File: src/hdl/kvk_if.sv
// Valid/ready channel interfaces for the input tick and the estimate result.
// No dependencies.
`default_nettype none


interface kvk_out_if;
    logic               valid;
    logic               ready;
    logic signed [31:0] est_vel_x;
    logic signed [31:0] est_vel_y;
    logic               est_active;

    modport source (output valid, est_vel_x, est_vel_y, est_active, input ready);
    modport sink (input valid, est_vel_x, est_vel_y, est_active, output ready);
endinterface

`default_nettype wire

File: src/hdl/kvk_merge.sv
// Output stage: joins the two lane estimates and the activity flag into one
// result transaction and holds it until taken. Depends on kvk_if.
`default_nettype none

module kvk_merge (
    input  wire logic               i_clk,
    input  wire logic               i_rst_n,
    input  wire logic               i_load,
    input  wire logic signed [31:0] i_vel_x,
    input  wire logic signed [31:0] i_vel_y,
    input  wire logic               i_active,
    output logic                    o_free,
    kvk_out_if.source               o_out
);
    logic               r_valid;
    logic signed [31:0] r_vx, r_vy;
    logic               r_act;

    // Valid flag of the result register.
    always_ff @(posedge i_clk) begin
        if (!i_rst_n) begin
            r_valid <= 1'b0;
        end else if (i_load) begin
            r_valid <= 1'b1;
        end else if (o_out.ready) begin
            r_valid <= 1'b0;
        end
    end

    // Result payload.
    always_ff @(posedge i_clk) begin
        if (i_load) begin
            r_vx  <= i_vel_x;
            r_vy  <= i_vel_y;
            r_act <= i_active;
        end
    end

    assign o_free           = !r_valid || o_out.ready;
    assign o_out.valid      = r_valid;
    assign o_out.est_vel_x  = r_vx;
    assign o_out.est_vel_y  = r_vy;
    assign o_out.est_active = r_act;

endmodule

`default_nettype wire

File: src/flat_wrapper.sv
// flat-port wrapper written by rule: the top's interface ports become plain ports
module kvk_merge_flat 
  (i_clk, i_rst_n, i_load, i_vel_x, i_vel_y, i_active, o_free, o_out_valid, o_out_est_vel_x, o_out_est_vel_y, o_out_est_active, o_out_ready);
  kvk_out_if o_out_i ();
  input  wire logic i_clk;
  input  wire logic i_rst_n;
  input  wire logic i_load;
  input  wire logic signed [31:0] i_vel_x;
  input  wire logic signed [31:0] i_vel_y;
  input  wire logic i_active;
  output logic o_free;
  output wire logic [$bits(o_out_i.valid)-1:0] o_out_valid;
  output wire logic [$bits(o_out_i.est_vel_x)-1:0] o_out_est_vel_x;
  output wire logic [$bits(o_out_i.est_vel_y)-1:0] o_out_est_vel_y;
  output wire logic [$bits(o_out_i.est_active)-1:0] o_out_est_active;
  input wire logic [$bits(o_out_i.ready)-1:0] o_out_ready;
  assign o_out_valid = o_out_i.valid;
  assign o_out_est_vel_x = o_out_i.est_vel_x;
  assign o_out_est_vel_y = o_out_i.est_vel_y;
  assign o_out_est_active = o_out_i.est_active;
  assign o_out_i.ready = o_out_ready;
  kvk_merge u_core (.i_clk(i_clk), .i_rst_n(i_rst_n), .i_load(i_load), .i_vel_x(i_vel_x), .i_vel_y(i_vel_y), .i_active(i_active), .o_free(o_free), .o_out(o_out_i));
endmodule
File: config.mk
export PLATFORM = sky130hd
export DESIGN_NAME = kvk_merge_flat
export DESIGN_NICKNAME = d
export VERILOG_FILES = /design/src/hdl/kvk_if.sv /design/src/hdl/kvk_merge.sv /design/src/flat_wrapper.sv
export SDC_FILE = /design/constraint.sdc
export NUM_CORES = 1
export LEC_CHECK = 0
export ABC_AREA = 0
export ABC_CLOCK_PERIOD_IN_PS = 800
export BUFFER_PORTS_ARGS = -buffer_cell sky130_fd_sc_hd__buf_2
export CORE_MARGIN = 2
export CORE_UTILIZATION = 40
export CTS_BUF_LIST = sky130_fd_sc_hd__clkbuf_8 sky130_fd_sc_hd__clkbuf_16
export DETAILED_ROUTE_END_ITERATION = 6
export PLACE_DENSITY = 0.78
export SLEW_MARGIN = 20
export SYNTH_ARGS = -nofsm -noshare
export SYNTH_HDL_FRONTEND = slang
export SYNTH_SLANG_ARGS = --single-unit
File: constraint.sdc
create_clock -name i_clk -period 0.8 [get_ports i_clk]
set_input_delay 0.16 -clock i_clk [delete_from_list [all_inputs] [get_ports i_clk]]
set_output_delay 0.16 -clock i_clk [all_outputs]
set_load 0.05 [all_outputs]
# ---- Yosys cells after proc, flatten, opt, wreduce, memory -nomap -nowiden
# Index checks and enable logic that the tools add are counted.
dict set report word_totals {
  regBits 66
  latch_bits 0
  mem_bits_rw 0
  mem_bits_ro 0
  out_inout_bits 67
  memories 0
}
dict set report op_classes {
  addsub 0
  n_mul 0
  n_div 0
  n_lt_le_gt_ge 0
  n_eq_ne 0
  shifts 0
  n_mux 2
  n_bitwise 0
  reduce_logical 3
}
# cell n
set ops {}
lappend ops {{$mux W1} 2}
lappend ops {{$reduce_bool A2 Y1} 1}
lappend ops {{$logic_not A1 Y1} 1}
lappend ops {{$logic_or A1 B1 Y1} 1}

# ---- Logic depth before layout (Yosys ltp)
# Gate-level depths: netlist of run 1.
dict set report depth {
  depth_word 2
  depth_mapped 2
  ltp_nobuf 2
}

# ---- Least setup slack after synthesis of run 1
# OpenSTA, ideal clock, no wires.
dict set report synth_timing {
  kind {reg2reg}
  from {reg u_core.o_out.valid (netlist name)}
  to {reg u_core.r_valid (netlist: u_core.o_out.valid)}
  t_arrival_ns 1.037
  required_time_ns 0.733
  setup_slack_ns -0.304
  path_stages_with_launch 3
  period_less_slack_ns 1.104
  path_cell_list {dfxtp_1 nand2b_4 a21boi_2}
}
# element line
set synth_rtl {}
lappend synth_rtl {{to (signal assigned)} kvk_merge.sv:22} ;# r_valid <= 1'b0;
lappend synth_rtl {{to (signal assigned)} kvk_merge.sv:24} ;# r_valid <= 1'b1;
lappend synth_rtl {{to (signal assigned)} kvk_merge.sv:26} ;# r_valid <= 1'b0;
lappend synth_rtl {{to (decl)} kvk_merge.sv:15} ;# logic r_valid;

# ---- Worst setup path in the final report of run 1
dict set report layout_timing {
  from {reg u_core.r_vx[18] (netlist: u_core.o_out.est_vel_x[18])}
  to {out o_out_est_vel_x[18]}
}
# element line
set layout_rtl {}
lappend layout_rtl {{from (decl)} kvk_merge.sv:16} ;# logic signed [31:0] r_vx, r_vy;
lappend layout_rtl {{from (signal assigned)} kvk_merge.sv:33} ;# r_vx <= i_vel_x;
lappend layout_rtl {{to (decl)} flat_wrapper.sv:13} ;# output wire logic [$bits(o_out_i.est_vel_x)-1:0] o_out_est_vel_x;
# No word-level cell between the ends.

==> results of run 1 <==
layout make-up:
type / count / area, µm² / share of cell area (%)
multi-input cells: 2 / 25.02 / 0.6225
clock inverters: 7 / 55.05 / 1.369
inverters: 1 / 3.754 / 0.09337
flip-flops and latches: 66 / 1976 / 49.14
clock buffers: 9 / 123.9 / 3.081
repair buffers: 198 / 1753 / 43.60
well taps: 67 / 83.83 / 2.085
cell families after synthesis:
group	count (synthesis)	synth area share, %
compound gates	1	0.5628
buf+inv	1	0.1874
flops	66	98.56
simple gates	1	0.6878
layout by cell type, fill, tap and decap left out:
| cell | n |
|---|---|
| inv_1 | 5 |
| dfxtp_4 | 1 |
| buf_6 | 65 |
| a21boi_2 | 1 |
| dlygate4sd3_1 | 61 |
| clkinv_2 | 2 |
| clkbuf_8 | 9 |
| bufinv_16 | 1 |
| buf_12 | 2 |
| buf_8 | 2 |
| buf_2 | 68 |
| edfxtp_1 | 65 |
| nand2b_4 | 1 |
state kept, by name, indices dropped and copies added, names as in the netlist:
signal	cells
u_core.o_out.est_vel_y	32
u_core.o_out.est_vel_x	32
u_core.o_out.valid	1
u_core.o_out.est_active	1
worst paths after layout:
| check | start | end | slack [ps] |
|---|---|---|---|
| setup / recovery | u_core.o_out.est_vel_x[18] | o_out_est_vel_x[18] | -310 |
| hold / removal | i_vel_y[18] | u_core.o_out.est_vel_y[18] | 10 |
| setup reg to reg | u_core.o_out.valid | u_core.o_out.valid | 120 |
| hold reg to reg | u_core.o_out.valid | u_core.o_out.valid | 550 |
power by group through the flow:
| stage | clock (mW) | combinational (mW) | sequential, mW |
|---|---|---|---|
| 2_1_floorplan | 0 | 0.0186 | 5.21 |
| 3_3_place_gp | 0 | 1.47 | 4.22 |
| 3_5_place_dp | 0 | 1.49 | 4.23 |
| 4_1_cts | 2.55 | 1.95 | 4.23 |
| 5_1_grt | 2.79 | 2.14 | 4.27 |
| 6_report | 2.60 | 2.07 | 4.25 |
through the flow:
step / hold slack (ps) / total power [mW]
global placement: 336.2 / 5.694
floorplan: 258.9 / 5.227
detailed placement: 338.1 / 5.719
CTS: 0.2682 / 8.730
finish: 10.57 / 8.918
global route: -11.14 / 9.203
metal layers:
layer / track usage, % / up-vias / part of all wire, %
li1: - / 694 / -
met1: 20.59 / 732 / 34
met2: 36.18 / 99 / 55
met3: 12.99 / 4 / 11
met4: 9.921 / 0 / 0.79
met5: 0 / - / 0
timing repair:
action                                  4_1_cts  5_1_grt
gates resized for setup                     136        0
endpoints found under the setup margin       67       67
endpoints found under the hold margin        38       23
hold buffers                                 38       23
==> impl_metrics.tcl, run 1 <==
set metrics [dict create \
    start_util_pct 41.80 \
    fin_ws_ps -312.1 \
    postCtsSetupRepairBufs 0 \
    period_share_pct 139.0 \
    drv_slew 0 \
    yosysSeqAreaShare_pct 98.56 \
    globalplace.congestion 0.6962 \
    ant_nets 0 \
    ys_types 5 \
    grt_pass1_vias 1626 \
    p_per_area_nw_per_um2 2218 \
    core_area_um2 4786 \
    yosysWarnings 0 \
    wl_per_cell_um 18.33 \
    drive_above_1_share_pct 53.71 \
    violations "negative setup slack" \
    cts_buffer_depth 2 \
    io_buffer_count 135 \
    worst_pin_slew_ps 200.9 \
    sw_frac_of_total_pct 29.10 \
    dieArea_um2 5583 \
    synth_edf_count 65 \
    routed_wl_um 6417 \
    die_w_um 74.72 \
    startpoint_type "flip-flop" \
    utilization_pct 84.00 \
    hold_depth 1 \
    crit_fanout 1 \
    synth-async-reset-ratio_pct 0 \
    crit_cells 1 \
    htree_levels 3 \
    synth_top_area_cell "edfxtp_1" \
    via_count 1529 \
    leakagePower_nw 1.718 \
    power_switching_mw 2.595 \
    fin_skew_ps 0 \
    track_usage_pct 21.33 \
    cp.required_ps 640 \
    synth-seq-cells 66 \
    dp.cells 273 \
    power_frac_comb_pct 23.2 \
    final.setup.tns_ps -17060 \
    grt_pass1_wl_um 7969 \
    seq_power_share_pct 47.7 \
    synth_nets 138 \
    area_delta_synth_final_pct 100.9 \
    num_rows 25 \
    numCtsBuffers 9 \
    yosysTopAreaCellShare_pct 97.56 \
    antenna_found_initial 0 \
    run_status "complete, but fails checks" \
    p_int_mw 6.322 \
    synth.avg_cell_area_um2 29.00 \
    remaining_drc_errors 0 \
    clock.fmax_mhz 899.2 \
    ys_top_cells_by_area "edfxtp_1 98%, dfxtp_1 1.0%, nand2b_4 0.69%, a21boi_2 0.56%, inv_1 0.19%" \
    ir_drop_v 0.001390 \
    clkSlewWorstSetupHoldPaths_ps 70 \
    clock_power_share_pct 29.1 \
    crit_path_end_kind "primary output" \
    synthFlopType "edfxtp_1" \
    io_pins 136 \
    layout.cells.non_filler 350 \
    dr.pass1.iters 4 \
    die_h_um 74.72 \
    hp-class "in2reg" \
    setup_viol 67 \
    cts_tree "yes" \
    diodes 0 \
    drt_iter0_drc 50 \
    path_class "reg2out" \
    hold_viol_final 0 \
    slew_headroom_pct 86.61 \
    cts-root-buf "clkbuf_8" \
    cp.arrival_ps 950 \
    insertion_delay_ps 330 \
    finalNetCount 347 \
    overflow 0 \
    clock-sinks 66 \
    grt_max_degree 40 \
    place_ws_ps -57.52 \
    vias_per_cell 4.369 \
    path_cells "buf_6" \
    synth_area_um2 2001 \
    crit_family "flip-flops" \
    synth_cells 69 \
    maxCapViolations 0 \
    fill_cells 230 \
    path_buf_inv 1 \
    fin_area_um2 4020 \
    cpPeakStageDelay_ps 430 \
    rsz0062_at_grt "yes" \
    crit_slowest_cell "edfxtp_1" \
    layout_min_cycle_time_ps 1112 \
    synth.most_common_cell "edfxtp_1" \
    ys_top_cells_by_count "65 x edfxtp_1, 1 x a21boi_2, 1 x dfxtp_1, 1 x inv_1, 1 x nand2b_4" \
    dpl_cell_area_um2 2804 \
    worstRegToRegCells 2 \
]
Power figures use the tool's default switching activity.
==> inputs of run 2 (changes only) <==
Settings changed: CORE_ASPECT_RATIO from default to 0.75, CTS_BUF_LIST sky130_fd_sc_hd__clkbuf_8 sky130_fd_sc_hd__clkbuf_16 to sky130_fd_sc_hd__clkbuf_8.
==> run 2 against run 1 <==
- sequential share of layout area decreased by 0.83 points
- critical path depth unchanged
- non-clock buffer count increased by 7
- first-iteration DRC count increased by 6.0%
- clock skew unchanged
- utilization increased by 0.40 points
- sequential power about the same
- the run still ends with negative setup slack left
- setup slack improved by 7.2 ps
- die area increased by 0.11%
- sequential cell count unchanged
==> impl_metrics.tcl, run 2 (synthesis results as in run 1) <==
set metrics [dict create \
    wl_per_cell_um 18.25 \
    num_rows 22 \
    leakagePower_nw 1.728 \
    dieArea_um2 5589 \
    numCtsBuffers 9 \
    hold_slack_ps 92.74 \
    io_buffer_count 135 \
    path_class "reg2out" \
    clock.fmax_mhz 905.0 \
    power_frac_comb_pct 23.2 \
    wl_met3_um 469 \
    grt_pass1_vias 1751 \
    cpPeakStageDelay_ps 430 \
    fin_area_um2 4089 \
    finalNetCount 354 \
    vias_per_cell 4.471 \
    p_per_area_nw_per_um2 2212 \
    worst_pin_slew_ps 162.1 \
    dpl_cell_area_um2 2810 \
    hold_depth 2 \
    dr.pass1.iters 6 \
    track_usage_pct 24.32 \
    highest_layer "met4" \
    clkSlewWorstSetupHoldPaths_ps 70 \
    grt_max_degree 28 \
    area_delta_synth_final_pct 104.4 \
    drive_above_1_share_pct 54.83 \
    fin_skew_ps 0 \
    ir_drop_v 0.001478 \
    grt_pass1_wl_um 9370 \
    cp.required_ps 640 \
    antenna_found_initial 0 \
    cts_tree "yes" \
    cp.arrival_ps 940 \
    hp-class "in2reg" \
    fill_cells 222 \
    p_int_mw 6.382 \
    path_cells "buf_6" \
    hold_viol_final 0 \
    crit_path_end_kind "primary output" \
    place_ws_ps -58.74 \
    rr_endpoint "u_core.o_out.valid" \
    cts_buffer_depth 2 \
    setup_viol 67 \
    clock-sinks 66 \
    routed_wl_um 6388 \
    drt_iter0_drc 53 \
    dp.final_hpwl_um 3061 \
    crit_fanout 1 \
    htree_levels 3 \
    drv_slew 0 \
    layout.cells.non_filler 350 \
    start_util_pct 41.30 \
    run_status "complete, but fails checks" \
    crit_family "flip-flops" \
    ant_nets 0 \
    sw_frac_of_total_pct 29.44 \
    dp.cells 268 \
    diodes 0 \
    clock_power_share_pct 29.9 \
    violations "negative setup slack" \
    insertion_delay_ps 330 \
    hp-start "i_rst_n" \
    die_w_um 85.67 \
    dr_wl_met2_um 3844 \
    slew_headroom_pct 89.19 \
    r2r_start "u_core.o_out.valid" \
    final_cell_mix "68 x buf_2, 65 x dlygate4sd3_1, 65 x buf_6, 65 x edfxtp_1, 9 x clkbuf_8" \
    m1WireLength_um 1911 \
    worstRegToRegCells 3 \
    via_count 1565 \
    ff2ff_setup_slack_ps 20 \
    hold_end "u_core.o_out.valid" \
    maxCapViolations 0 \
    seq_power_share_pct 47.0 \
    remaining_drc_errors 0 \
    power_switching_mw 2.662 \
    globalplace.congestion 0.7325 \
    period_share_pct 138.1 \
    path_buf_inv 1 \
    crit_slowest_cell "edfxtp_1" \
    startpoint_type "flip-flop" \
    io_pins 136 \
    cts-root-buf "clkbuf_8" \
    overflow 0 \
    mostFrequentLayoutCell "buf_2" \
    rsz0062_at_grt "yes" \
    layout_min_cycle_time_ps 1105 \
    die_h_um 65.25 \
    p_total_mw 9.044 \
    core_area_um2 4845 \
    fin_ws_ps -305.0 \
]
run 2: layout make-up:
class / instances / area [µm²] / area share (%)
well taps: 60 / 75.07 / 1.836
clock inverters: 7 / 70.07 / 1.714
inverters: 1 / 3.754 / 0.09180
clock buffers: 9 / 123.9 / 3.029
flip-flops and latches: 66 / 1976 / 48.32
repair buffers: 205 / 1815 / 44.40
multi-input cells: 2 / 25.02 / 0.6120
run 2: metal layers:
layer	global-route usage, %	vias up
met4	11.51	0
met1	20.41	755
met3	8.920	12
met2	49.41	90
li1	-	708
met5	0	-
run 2: how the worst max path moves through the flow:
| stage | to | startpoint | cells after the start | slack [ps] |
|---|---|---|---|---|
| 6_report | o_out_est_vel_x[25] | u_core.o_out.est_vel_x[25] | 1 | -300 |
| 5_1_grt | o_out_est_vel_y[8] | u_core.o_out.est_vel_y[8] | 1 | -340 |
| 4_1_cts | o_out_est_vel_x[5] | u_core.o_out.est_vel_x[5] | 1 | -300 |
| 3_5_place_dp | u_core.o_out.est_vel_x[29] | i_load | 2 | -60 |
| 3_3_place_gp | u_core.o_out.est_vel_x[13] | i_load | 2 | -50 |
| 2_1_floorplan | u_core.o_out.valid | u_core.o_out.valid | 2 | 20 |
run 2: metrics by stage:
step / utilization (%) / TNS [ps]
floorplan: - / 0
global placement: 58.01 / -2390
detailed placement: 58.01 / -2842
CTS: 84.04 / -17660
global route: 84.40 / -19740
finish: 84.40 / -16860
run 2: power groups by stage:
| stage | sequential (mW) | clock [mW] | combinational, mW |
|---|---|---|---|
| final | 4.25 | 2.70 | 2.10 |
| after global routing | 4.27 | 2.93 | 2.16 |
| after CTS | 4.24 | 2.72 | 2.05 |
| after detailed placement | 4.24 | 0 | 1.49 |
| after global placement | 4.23 | 0 | 1.48 |
| after floorplan | 5.21 | 0 | 0.0186 |
run 2: timing repair:
item | CTS | global route
setup endpoints to repair | 67 | 67
hold buffers | 64 | 1
cloned | 0 | 0
hold endpoints to repair | 64 | 1
setup buffers | 0 | 1
resized for setup | 136 | 0
